## config.mk

```make
export PLATFORM = sky130hd
export DESIGN_NAME = mic_dc_remove_gate_gain_core
export DESIGN_NICKNAME = d
export VERILOG_FILES = /design/src/hdl/mdrg_pkg.sv /design/src/hdl/mdrg_mul.sv /design/src/hdl/mic_dc_remove_gate_gain_core.sv
export SDC_FILE = /design/constraint.sdc
export NUM_CORES = 2
export LEC_CHECK = 0
export BUFFER_PORTS_ARGS = -buffer_cell sky130_fd_sc_hd__buf_4
export CORE_UTILIZATION = 45
export DETAILED_ROUTE_END_ITERATION = 7
export PLACE_DENSITY = 0.67
export SYNTH_ARGS = -nofsm -noshare
export SYNTH_HDL_FRONTEND = slang
export SYNTH_SLANG_ARGS = --single-unit
```

## constraint.sdc

```tcl
create_clock -name clock -period 11.5 [get_ports clock]
set_input_delay 2.3 -clock clock [delete_from_list [all_inputs] [get_ports clock]]
set_output_delay 2.3 -clock clock [all_outputs]
set_load 0.03 [all_outputs]
```

## src/hdl/mdrg_pkg.sv

```systemverilog
// shared types and constants for the mic dc removal, gate and gain block
package mdrg_pkg;

   localparam int FRAC_BITS = 20;
   localparam int RAW_W     = 12;
   localparam int OFS_W     = 32;
   localparam int MUL_A_W   = 33;
   localparam int MUL_B_W   = 17;
   localparam int PROD_W    = MUL_A_W + MUL_B_W;
   localparam int CSR_IDX_W = 2;
   localparam int CSR_DAT_W = 16;

   localparam logic [CSR_IDX_W-1:0] CSR_GAIN       = 2'd0;
   localparam logic [CSR_IDX_W-1:0] CSR_GATE_THR   = 2'd1;
   localparam logic [CSR_IDX_W-1:0] CSR_LEVEL_THR  = 2'd2;
   localparam logic [CSR_IDX_W-1:0] CSR_SMOOTHING  = 2'd3;

   localparam logic [9:0]  GAIN_RST      = 10'd150;
   localparam logic [11:0] GATE_THR_RST  = 12'd15;
   localparam logic [11:0] LEVEL_THR_RST = 12'd40;
   localparam logic [15:0] SMOOTHING_RST = 16'd66;

   localparam logic [OFS_W-1:0] OFFSET_RST = {12'd1500, 20'd0};
   localparam logic [OFS_W-1:0] OFFSET_MAX = {12'd4095, 20'd0};

   localparam logic signed [15:0] SAMPLE_MAX = 16'sh7fff;
   localparam logic signed [15:0] SAMPLE_MIN = 16'sh8000;

   typedef struct packed {
      logic [11:0] raw_sample;
      logic        muted;
   } req_type;

   typedef struct packed {
      logic signed [15:0] sample_out;
      logic [31:0]        stereo_word;
      logic               level_indicator;
      logic               mute_drive;
   } rsp_type;

endpackage

```

## src/hdl/mdrg_mul.sv

```systemverilog
// shared signed multiplier with registered product
module mdrg_mul (
   input  logic                                   clock,
   input  logic                                   mul_en,
   input  logic signed [mdrg_pkg::MUL_A_W-1:0]    op_a,
   input  logic signed [mdrg_pkg::MUL_B_W-1:0]    op_b,
   output logic signed [mdrg_pkg::PROD_W-1:0]     prod
);
   import mdrg_pkg::*;

   logic signed [PROD_W-1:0] prod_ff;
   logic signed [PROD_W-1:0] prod_in;

   always_comb begin
      prod_in = prod_ff;
      if (mul_en) begin
         prod_in = PROD_W'(op_a) * PROD_W'(op_b);
      end
   end

   always_ff @(posedge clock) begin
      prod_ff <= prod_in;
   end

   assign prod = prod_ff;

endmodule

```

## src/hdl/mic_dc_remove_gate_gain_core.sv

```systemverilog
// top level: dc offset tracking, level indicator, noise gate and saturating gain
// each item passes through MUL1, UPD, MAG, MUL2 and SAT, which holds it until the output is free
// a new item is taken only in IDLE; the single multiplier is used twice per item
// (offset step, then gain) and the offset must be updated before the next item
// reset (synchronous): offset back to 1500.0, block position and indicator to zero,
// registers to their defaults, no item in flight and no result pending
module mic_dc_remove_gate_gain_core #(
   parameter int BLOCK_LEN = 64
) (
   input  logic                               clock,
   input  logic                               reset,
   input  logic                               req_valid,
   output logic                               req_ready,
   input  mdrg_pkg::req_type                  req_data,
   output logic                               rsp_valid,
   input  logic                               rsp_ready,
   output mdrg_pkg::rsp_type                  rsp_data,
   input  logic                               csr_wr_en,
   input  logic [mdrg_pkg::CSR_IDX_W-1:0]     csr_index,
   input  logic [mdrg_pkg::CSR_DAT_W-1:0]     csr_wdata
);
   import mdrg_pkg::*;

   localparam int POS_W = (BLOCK_LEN > 1) ? $clog2(BLOCK_LEN) : 1;
   localparam logic [POS_W-1:0] POS_LAST = POS_W'(BLOCK_LEN - 1);

   localparam logic [2:0] ST_IDLE = 3'd0;
   localparam logic [2:0] ST_MUL1 = 3'd1;
   localparam logic [2:0] ST_UPD  = 3'd2;
   localparam logic [2:0] ST_MAG  = 3'd3;
   localparam logic [2:0] ST_MUL2 = 3'd4;
   localparam logic [2:0] ST_SAT  = 3'd5;

   // configuration
   logic [9:0]  gain_ff, gain_in;
   logic [11:0] gate_thr_ff, gate_thr_in;
   logic [11:0] level_thr_ff, level_thr_in;
   logic [15:0] smoothing_ff, smoothing_in;

   // control and state
   logic [2:0]       state_ff, state_in;
   logic [POS_W-1:0] pos_ff, pos_in;
   logic             ind_ff, ind_in;
   logic [OFS_W-1:0] offset_ff, offset_in;
   logic             rsp_valid_ff, rsp_valid_in;

   // item datapath
   logic                     muted_ff, muted_in;
   logic                     last_ff, last_in;
   logic signed [OFS_W:0]    diff_ff, diff_in;
   logic signed [OFS_W:0]    c_ff, c_in;
   logic [OFS_W-1:0]         mag_ff, mag_in;
   rsp_type                  rsp_ff, rsp_in;

   logic signed [MUL_A_W-1:0] op_a;
   logic signed [MUL_B_W-1:0] op_b;
   logic signed [PROD_W-1:0]  prod;
   logic                      mul_en;

   logic                      accept;
   logic                      out_free;
   logic signed [OFS_W:0]     delta;
   logic signed [OFS_W:0]     ofs_sum;
   logic signed [OFS_W:0]     c_abs;
   logic [21:0]               amp;
   logic                      gated;
   logic                      loud;
   logic [15:0]               sample;

   assign accept    = req_valid && req_ready;
   assign req_ready = (state_ff == ST_IDLE);
   assign out_free  = !rsp_valid_ff || rsp_ready;

   // floor(diff * alpha / 2^16) is an arithmetic shift of the product
   assign delta   = prod[OFS_W+16:16];
   assign ofs_sum = $signed({1'b0, offset_ff}) + delta;
   assign c_abs   = c_ff[OFS_W] ? -c_ff : c_ff;
   assign amp     = prod[FRAC_BITS+21:FRAC_BITS];
   assign gated   = mag_ff < {gate_thr_ff, 20'd0};
   assign loud    = mag_ff > {level_thr_ff, 20'd0};

   assign mul_en = (state_ff == ST_MUL1) || (state_ff == ST_MUL2);
   assign op_a   = (state_ff == ST_MUL1) ? diff_ff : $signed({1'b0, mag_ff});
   assign op_b   = (state_ff == ST_MUL1) ? $signed({1'b0, smoothing_ff})
                                         : $signed({7'd0, gain_ff});

   mdrg_mul u_mul (
      .clock  (clock),
      .mul_en (mul_en),
      .op_a   (op_a),
      .op_b   (op_b),
      .prod   (prod)
   );

   // restore sign and saturate; the sample is zero when muted or gated
   always_comb begin
      sample = 16'd0;
      if (!muted_ff && !gated) begin
         if (c_ff[OFS_W]) begin
            sample = (amp > 22'd32768) ? SAMPLE_MIN : 16'(-amp);
         end else begin
            sample = (amp > 22'd32767) ? SAMPLE_MAX : amp[15:0];
         end
      end
   end

   always_comb begin
      gain_in      = gain_ff;
      gate_thr_in  = gate_thr_ff;
      level_thr_in = level_thr_ff;
      smoothing_in = smoothing_ff;
      if (csr_wr_en) begin
         case (csr_index)
            CSR_GAIN:      gain_in      = csr_wdata[9:0];
            CSR_GATE_THR:  gate_thr_in  = csr_wdata[11:0];
            CSR_LEVEL_THR: level_thr_in = csr_wdata[11:0];
            CSR_SMOOTHING: smoothing_in = csr_wdata[15:0];
            default: ;
         endcase
      end
   end

   always_comb begin
      state_in     = state_ff;
      pos_in       = pos_ff;
      ind_in       = ind_ff;
      offset_in    = offset_ff;
      rsp_valid_in = rsp_valid_ff;
      muted_in     = muted_ff;
      last_in      = last_ff;
      diff_in      = diff_ff;
      c_in         = c_ff;
      mag_in       = mag_ff;
      rsp_in       = rsp_ff;

      if (rsp_valid_ff && rsp_ready) begin
         rsp_valid_in = 1'b0;
      end

      case (state_ff)
         ST_IDLE: begin
            if (accept) begin
               muted_in = req_data.muted;
               last_in  = (pos_ff == POS_LAST);
               pos_in   = (pos_ff == POS_LAST) ? '0 : pos_ff + 1'b1;
               diff_in  = $signed({1'b0, req_data.raw_sample, 20'd0})
                        - $signed({1'b0, offset_ff});
               state_in = ST_MUL1;
            end
         end
         ST_MUL1: state_in = ST_UPD;
         ST_UPD: begin
            // the new offset always lies between the old one and the sample
            if (!muted_ff) begin
               offset_in = ofs_sum[OFS_W-1:0];
            end
            c_in     = diff_ff - delta;
            state_in = ST_MAG;
         end
         ST_MAG: begin
            mag_in   = c_abs[OFS_W-1:0];
            state_in = ST_MUL2;
         end
         ST_MUL2: state_in = ST_SAT;
         ST_SAT: begin
            if (out_free) begin
               if (muted_ff) begin
                  ind_in = 1'b0;
               end else if (last_ff) begin
                  ind_in = loud;
               end
               rsp_in.sample_out      = sample;
               rsp_in.stereo_word     = {sample, sample};
               rsp_in.level_indicator = muted_ff ? 1'b0 : (last_ff ? loud : ind_ff);
               rsp_in.mute_drive      = muted_ff;
               rsp_valid_in           = 1'b1;
               state_in               = ST_IDLE;
            end
         end
         default: state_in = ST_IDLE;
      endcase
   end

   always_ff @(posedge clock) begin
      if (reset) begin
         gain_ff      <= GAIN_RST;
         gate_thr_ff  <= GATE_THR_RST;
         level_thr_ff <= LEVEL_THR_RST;
         smoothing_ff <= SMOOTHING_RST;
         state_ff     <= ST_IDLE;
         pos_ff       <= '0;
         ind_ff       <= 1'b0;
         offset_ff    <= OFFSET_RST;
         rsp_valid_ff <= 1'b0;
      end else begin
         gain_ff      <= gain_in;
         gate_thr_ff  <= gate_thr_in;
         level_thr_ff <= level_thr_in;
         smoothing_ff <= smoothing_in;
         state_ff     <= state_in;
         pos_ff       <= pos_in;
         ind_ff       <= ind_in;
         offset_ff    <= offset_in;
         rsp_valid_ff <= rsp_valid_in;
      end
   end

   always_ff @(posedge clock) begin
      muted_ff <= muted_in;
      last_ff  <= last_in;
      diff_ff  <= diff_in;
      c_ff     <= c_in;
      mag_ff   <= mag_in;
      rsp_ff   <= rsp_in;
   end

   assign rsp_valid = rsp_valid_ff;
   assign rsp_data  = rsp_ff;

   a_offset_range: assert property (@(posedge clock) disable iff (reset)
      offset_ff <= OFFSET_MAX)
      else $error("offset estimate left the converter range");

   a_busy_not_ready: assert property (@(posedge clock) disable iff (reset)
      (state_ff != ST_IDLE) |-> !req_ready)
      else $error("item accepted while another is in flight");

   a_muted_result: assert property (@(posedge clock) disable iff (reset)
      (rsp_valid_ff && rsp_ff.mute_drive) |->
         (rsp_ff.sample_out == 16'sd0) && !rsp_ff.level_indicator)
      else $error("muted item gave a nonzero sample or indicator");

   a_muted_holds_offset: assert property (@(posedge clock) disable iff (reset)
      (state_ff == ST_UPD && muted_ff) |=> $stable(offset_ff))
      else $error("offset moved on a muted item");

   a_sat_delivers: assert property (@(posedge clock) disable iff (reset)
      (state_ff == ST_SAT && out_free) |=> rsp_valid_ff && state_ff == ST_IDLE)
      else $error("finished item was not presented");

endmodule
```

# After elaboration in Yosys (flattened, before gate mapping)
# Index checks and enable logic that the tools add are counted.
dict set report op_classes {
  multipliers 1
  bitwise 1
  eq_ne 11
  n_reduce_logical 18
  order_cmp 4
  add_sub_neg 6
  mux 16
}
# operator n
set ops {}
lappend ops {{$mux W16} 5}
lappend ops {{$mul A33 B17 Y49} 1}
lappend ops {{$mux W33} 1}
lappend ops {{$sub A32 B32 Y33} 1}
lappend ops {{$sub A33 B33 Y33} 1}
lappend ops {{$add A32 B32 Y32} 1}
lappend ops {{$gt A32 B32 Y1} 1}
lappend ops {{$lt A32 B32 Y1} 1}
lappend ops {{$mux W32} 1}
lappend ops {{$neg A32 Y32} 1}
lappend ops {{$gt A22 B15 Y1 const B} 1}
lappend ops {{$gt A22 B16 Y1 const B} 1}
lappend ops {{$pmux W3 S6} 1}
lappend ops {{$neg A16 Y16} 1}
lappend ops {{$reduce_and A2 Y1} 8}
lappend ops {{$add A6 B1 Y6 const B} 1}
lappend ops {{$eq A3 B2 Y1 const B} 2}
lappend ops {{$eq A3 B3 Y1 const B} 2}
lappend ops {{$eq A6 B6 Y1 const B} 1}
lappend ops {{$mux W3} 2}
lappend ops {{$mux W6} 1}
lappend ops {{$mux W1} 5}
lappend ops {{$eq A2 B2 Y1 const B} 2}
lappend ops {{$eq A3 B1 Y1 const B} 1}
lappend ops {{other kinds (9)} 14}
dict set report word_totals {
  output_inout_bits 52
  elab_cells 76
  reg_bits 292
  input_bits 36
}

# Depth between registers and ports, before layout
dict set report depth {
  ltp_word 4
  ltp_mapped 31
  depth_no_buf 26
}

# By module
# Synthesis repeated with hierarchy kept, for this count alone.
dict set report unflattened {
  cells_unflattened 3697
  area_unflattened_um2 34429.3
}
# mod seq_area_each_um2 area_each_um2 instances cells_per_inst
set modules_own_cells {}
lappend modules_own_cells {mdrg_mul 1501.4 20648.6 1 2184}
lappend modules_own_cells {mic_dc_remove_gate_gain_core 5405.2 13780.7 1 1513}

# Least setup slack after synthesis
# No wires, ideal clock.
dict set report synth_path {
  kind {reg-to-reg}
  startpoint {reg state_ff[0]}
  endpoint {reg u_mul.prod_ff[44] (netlist: u_mul.prod[44]) (data pin)}
  t_arrival_ps 7451
  stages_incl_launch_ff 27
  required_time_ps 11235
  synth_period_minus_slack_ps 7716
  setup_slack_ps 3784
  cell_sequence {dfxtp_1 -> clkbuf_1 -> nor3b_1 -> clkbuf_1 -> clkbuf_1 -> buf_1 -> mux2i_1 -> nor2_1 -> fa_1 -> inv_1 -> fa_1 -> fa_1 -> inv_1 -> fa_1 -> fa_1 -> inv_1 -> fa_1 -> inv_1 -> ha_1 -> and4_1 -> o221ai_1 -> a211oi_1 -> o21ai_0 -> o21ai_1 -> a21oi_1 -> o21ai_0 -> xor2_1}
}
dict set report synth_between {
  elab_chain_len 3
}
# element line_no
set synth_lines {}
lappend synth_lines {{from (decl)} mic_dc_remove_gate_gain_core.sv:41} ;# logic [2:0] state_ff, state_in;
lappend synth_lines {{from (signal assigned)} mic_dc_remove_gate_gain_core.sv:200} ;# state_ff <= state_in;
lappend synth_lines {{$eq A3 B1 Y1 *} {mic_dc_remove_gate_gain_core.sv:83, mic_dc_remove_gate_gain_core.sv:84}}
lappend synth_lines {{$mux W33 / $mux W16 (equally long branches)} {mic_dc_remove_gate_gain_core.sv:83, mic_dc_remove_gate_gain_core.sv:84}}
lappend synth_lines {{$mul A33 B17 Y49 *} mdrg_mul.sv:17} ;# prod_in = PROD_W'(op_a) * PROD_W'(op_b);
lappend synth_lines {{to (signal assigned)} mdrg_mul.sv:22} ;# prod_ff <= prod_in;
lappend synth_lines {{to (decl)} mdrg_mul.sv:11} ;# logic signed [PROD_W-1:0] prod_ff;
# Every way passes the cells marked *; elsewhere a longest branch is shown, timed or not.
# A chain may end at the register's enable or synchronous reset.

# Worst setup path after layout
# Ends and elaborated chain as after synthesis.

==> flow_summary.html <==
<table>
<tr><th>Metric</th><th>Value</th></tr>
<tr><th colspan="2">Run status</th></tr>
<tr><td>Outcome</td><td>complete, no violations</td></tr>
<tr><th colspan="2">Placement</th></tr>
<tr><td>Number of buffers inserted by port buffering</td><td>87</td></tr>
<tr><td>HPWL Detailed</td><td>71.8 mm</td></tr>
<tr><td>Final RePlAce weighted congestion</td><td>0.949</td></tr>
<tr><td>Place WS</td><td>2100 ps</td></tr>
<tr><th colspan="2">Power</th></tr>
<tr><td>Clock network fraction of total power</td><td>9.7%</td></tr>
<tr><td>Net Switching</td><td>0.00529 W</td></tr>
<tr><td>Register share of total power</td><td>17.0%</td></tr>
<tr><td>Post-layout power</td><td>0.00999 W</td></tr>
<tr><td>Net switching share of the total power</td><td>52.9%</td></tr>
<tr><td>Worst VDD drop</td><td>0.419 mV</td></tr>
<tr><td>Part of the total power dissipated in combinational logic</td><td>73.3%</td></tr>
<tr><td>Internal power</td><td>0.00470 W</td></tr>
<tr><td>Ratio of total power to cell area</td><td>288 nW/µm²</td></tr>
<tr><td>Leakage dissipation</td><td>16.8 nW</td></tr>
<tr><th colspan="2">Global route</th></tr>
<tr><td>Routing usage on met1</td><td>33.1%</td></tr>
<tr><td>Leftover overflow at the end of global routing</td><td>0</td></tr>
<tr><td>Largest net degree at the start of global routing</td><td>78</td></tr>
<tr><td>Global-route wire length before repair</td><td>142 mm</td></tr>
<tr><td>GR met3 Demand/Resource</td><td>5.33%</td></tr>
<tr><td>M2 GR Usage</td><td>40.7%</td></tr>
<tr><td>Number of antenna violations at the first check in global routing</td><td>7</td></tr>
<tr><td>GRT Max-Usage Layer</td><td>met2</td></tr>
<tr><td>Vias in the first global route</td><td>25200</td></tr>
<tr><td>Global Route Usage Sum</td><td>25.0%</td></tr>
<tr><th colspan="2">Final layout</th></tr>
<tr><td>Area growth from synthesis to final layout</td><td>7.48%</td></tr>
<tr><td>Fraction of layout instances using a drive strength above 1</td><td>6.44%</td></tr>
<tr><td>Final net count</td><td>4284</td></tr>
<tr><td>Number of filler cells placed in the layout</td><td>6680</td></tr>
<tr><td>Most frequent standard cell in the layout excluding fill and tap cells</td><td>inv_1</td></tr>
<tr><td>Most frequent cells in the layout</td><td>666 x inv_1, 498 x fa_1, 494 x nand2_1</td></tr>
<tr><td>Final core utilization</td><td>49.2%</td></tr>
<tr><td>Diode insertion count for antenna repair</td><td>0</td></tr>
<tr><th colspan="2">Worst setup path</th></tr>
<tr><td>CP Max Fanout</td><td>56</td></tr>
<tr><td>Reg2Reg Setup Slack</td><td>1960 ps</td></tr>
<tr><td>Category of the worst setup path capture point</td><td>flip-flop</td></tr>
<tr><td>Required time of the critical path</td><td>11840 ps</td></tr>
<tr><td>Launching element type of the critical path</td><td>flip-flop</td></tr>
<tr><td>Worst Path Arrival</td><td>9870 ps</td></tr>
<tr><td>Category of the critical setup timing path</td><td>flip-flop to flip-flop</td></tr>
<tr><th colspan="2">Clock tree</th></tr>
<tr><td>TritonCTS buffer count</td><td>28</td></tr>
<tr><td>Maximum number of buffers from clock root to sink</td><td>3</td></tr>
<tr><td>Count of hold-fix buffers inserted at cts</td><td>0</td></tr>
<tr><td>Post-CTS repair timing setup buffer count</td><td>0</td></tr>
<tr><td>Clock-pin slew on the worst setup and hold paths</td><td>70 ps</td></tr>
<tr><td># H-tree levels</td><td>1</td></tr>
<tr><td>Sink Count</td><td>244</td></tr>
<tr><td>CTS root buffer</td><td>clkbuf_16</td></tr>
<tr><td>Clock tree from TritonCTS</td><td>built</td></tr>
<tr><td>CTS-repair resized insts</td><td>0</td></tr>
<tr><td>Clock latency reported for the late side of the worst-skew pair</td><td>590 ps</td></tr>
<tr><th colspan="2">Floorplan</th></tr>
<tr><td>Full die area</td><td>72700 µm²</td></tr>
<tr><td>Initial Utilization</td><td>45.8%</td></tr>
<tr><td>Cell Rows</td><td>97</td></tr>
<tr><td>Area of the core region</td><td>70400 µm²</td></tr>
<tr><td>Die Width</td><td>270 µm</td></tr>
<tr><td>I/O pins</td><td>88</td></tr>
<tr><td>Die boundary height</td><td>270 µm</td></tr>
<tr><th colspan="2">STA</th></tr>
<tr><td>Clock period minus final worst setup slack</td><td>9540 ps</td></tr>
<tr><td>Setup ws final</td><td>1960 ps</td></tr>
<tr><td>Count of pins over their slew limit</td><td>0</td></tr>
<tr><td>Maximum operating frequency</td><td>105 MHz</td></tr>
<tr><td>Unrepaired setup endpoints after global routing</td><td>false</td></tr>
<tr><td>Worst Hold Margin</td><td>456 ps</td></tr>
<tr><td>Worst Max-Slew Pin Slew</td><td>1260 ps</td></tr>
<tr><td>Final clock skew</td><td>33.8 ps</td></tr>
<tr><td>Period Utilization, post-route</td><td>82.9%</td></tr>
<tr><td>Worst slew slack as a fraction of its limit</td><td>15.9%</td></tr>
<tr><td>Fin. Hold Viols</td><td>0</td></tr>
<tr><td>Final sum of negative setup slack</td><td>0 ps</td></tr>
<tr><td>Final setup violation count</td><td>0</td></tr>
<tr><th colspan="2">Synthesis</th></tr>
<tr><td>Post-Syn Area per Cell</td><td>9.12 µm²</td></tr>
<tr><td>Sequential cell area fraction in the yosys report</td><td>19.8%</td></tr>
<tr><td>Number of enable-type register cells in the synthesized netlist</td><td>151</td></tr>
<tr><td>Netlist Area Pre-Place</td><td>32200 µm²</td></tr>
<tr><td>Flip-flop cell with the highest count after synthesis</td><td>edfxtp_1</td></tr>
<tr><td>Flops &amp; latches, synth</td><td>244</td></tr>
<tr><td>Post-synthesis async set-or-reset flop share</td><td>0%</td></tr>
<tr><td>Syn nets</td><td>4285</td></tr>
<tr><td>Yosys Warn Count</td><td>0</td></tr>
<tr><td>Gate count after technology mapping</td><td>3535</td></tr>
<tr><td>Unique cell type count in the Yosys netlist</td><td>66</td></tr>
<tr><th colspan="2">Drt</th></tr>
<tr><td>Routed wirelength normalized by instance count</td><td>19.7 µm</td></tr>
<tr><td>Via density</td><td>5.43</td></tr>
<tr><td>Via count</td><td>24400</td></tr>
<tr><td>1st-iter DRT viols</td><td>1864</td></tr>
<tr><td>Remaining DRCs</td><td>0</td></tr>
<tr><td>Final wirelength</td><td>88.7 mm</td></tr>
<tr><td>Drt pass-1 iters</td><td>5</td></tr>
<tr><td>Number of nets still failing antenna checks after routing</td><td>0</td></tr>
<tr><th colspan="2">Flow run</th></tr>
<tr><td>Max-cap check violation count</td><td>0</td></tr>
<tr><th colspan="2">Min path</th></tr>
<tr><td>Hold Path Class</td><td>flip-flop to flip-flop</td></tr>
</table>
## synth_stat cells, types with 51 or more instances
library cell / n / share of area (%)
nor2_1: 214 / 2.5
fa_1: 498 / 31
dfxtp_1: 93 / 5.8
a21o_1: 53 / 1.2
inv_1: 666 / 7.8
and3_1: 135 / 2.6
a21oi_1: 162 / 2.5
nand2_1: 494 / 5.8
mux2i_1: 51 / 1.6
edfxtp_1: 151 / 14
ha_1: 216 / 8.4
clkbuf_1: 103 / 1.2
xnor2_1: 115 / 3.1
o21ai_0: 76 / 1.2
## kinds of logic (layout without fill, tap and decap cells)
| group | after synthesis | in the layout | synth area share (%) |
|---|---|---|---|
| simple gates | 1089 | 1089 | 15.6 |
| mux | 85 | 85 | 2.77 |
| flops | 244 | 244 | 19.8 |
| buf+inv | 810 | 831 | 9.81 |
| xor+xnor | 157 | 157 | 4.27 |
| compound gates | 436 | 436 | 8.40 |
| fa+ha+maj | 714 | 714 | 39.3 |
## power by group through the flow
stage,Clock [W],Combinational (W),Sequential (W)
6_report,0.000969,0.00733,0.00169
5_1_grt,0.00101,0.00826,0.00171
4_1_cts,0.000988,0.00729,0.00168
3_3_place_gp,0,0.00711,0.00169
3_5_place_dp,0,0.00717,0.00169
2_1_floorplan,0,0.00511,0.00154
## final timing paths
path / start / endpoint / cells after the start
min reg2reg: gate_thr_ff[11] / gate_thr_ff[11] / 2
max reg2reg: state_ff[0] / u_mul.prod[44] / 24
min: gate_thr_ff[11] / gate_thr_ff[11] / 2
max: state_ff[0] / u_mul.prod[44] / 24
## registers in the layout (all words and copies together), names as in the netlist
| register | count |
|---|---|
| gate_thr_ff | 12 |
| mag_ff | 32 |
| c_ff | 33 |
| muted_ff | 1 |
| last_ff | 1 |
| ind_ff | 1 |
| smoothing_ff | 16 |
| diff_ff | 33 |
| pos_ff | 6 |
| u_mul.prod | 33 |
| state_ff | 3 |
| offset_ff | 32 |
| level_thr_ff | 12 |
| gain_ff | 10 |
| rsp_valid | 1 |
| rsp_data | 18 |
## critical path, cell delays in order, from the launching register on
cell      delay (ps)
dfxtp_1          530
nor3b_2          780
buf_12           370
and2_1           600
buf_4            400
nand2_1          110
fa_1             500
inv_1             50
fa_1             480
fa_1             520
fa_1             530
fa_1             550
inv_1             60
fa_1             540
inv_1             50
ha_1             370
nand2_1           70
nor2_1           290
nand3_1          180
a211oi_1         760
o21ai_0          260
o21ai_1          630
a21oi_1          230
o21ai_0          260
xor2_1           100
## cell type report
class	instances	area (µm²)	area share, %
timing repair buffer	112	853	2.46
clock buffer	41	842	2.43
inverter	667	2500	7.23
clock inverter	11	153	0.441
multi-input combinational	2481	22700	65.6
sequential	244	6400	18.5
tap	940	1180	3.40
## layer usage
metal / vias to the layer above / routed length, µm
met2: 850 / 40900
met3: 164 / 7940
met4: 4 / 3120
met5: - / 21
li1: 11300 / -
met1: 12100 / 36700
## stage by stage
stage                     cells  area [µm²]
after global placement     4444       33600
after global routing       4496       34600
after CTS                  4496       34600
after detailed placement   4444       33600
final                      4496       34600
after floorplan            3535       32200
Power figures use the tool's default switching activity.
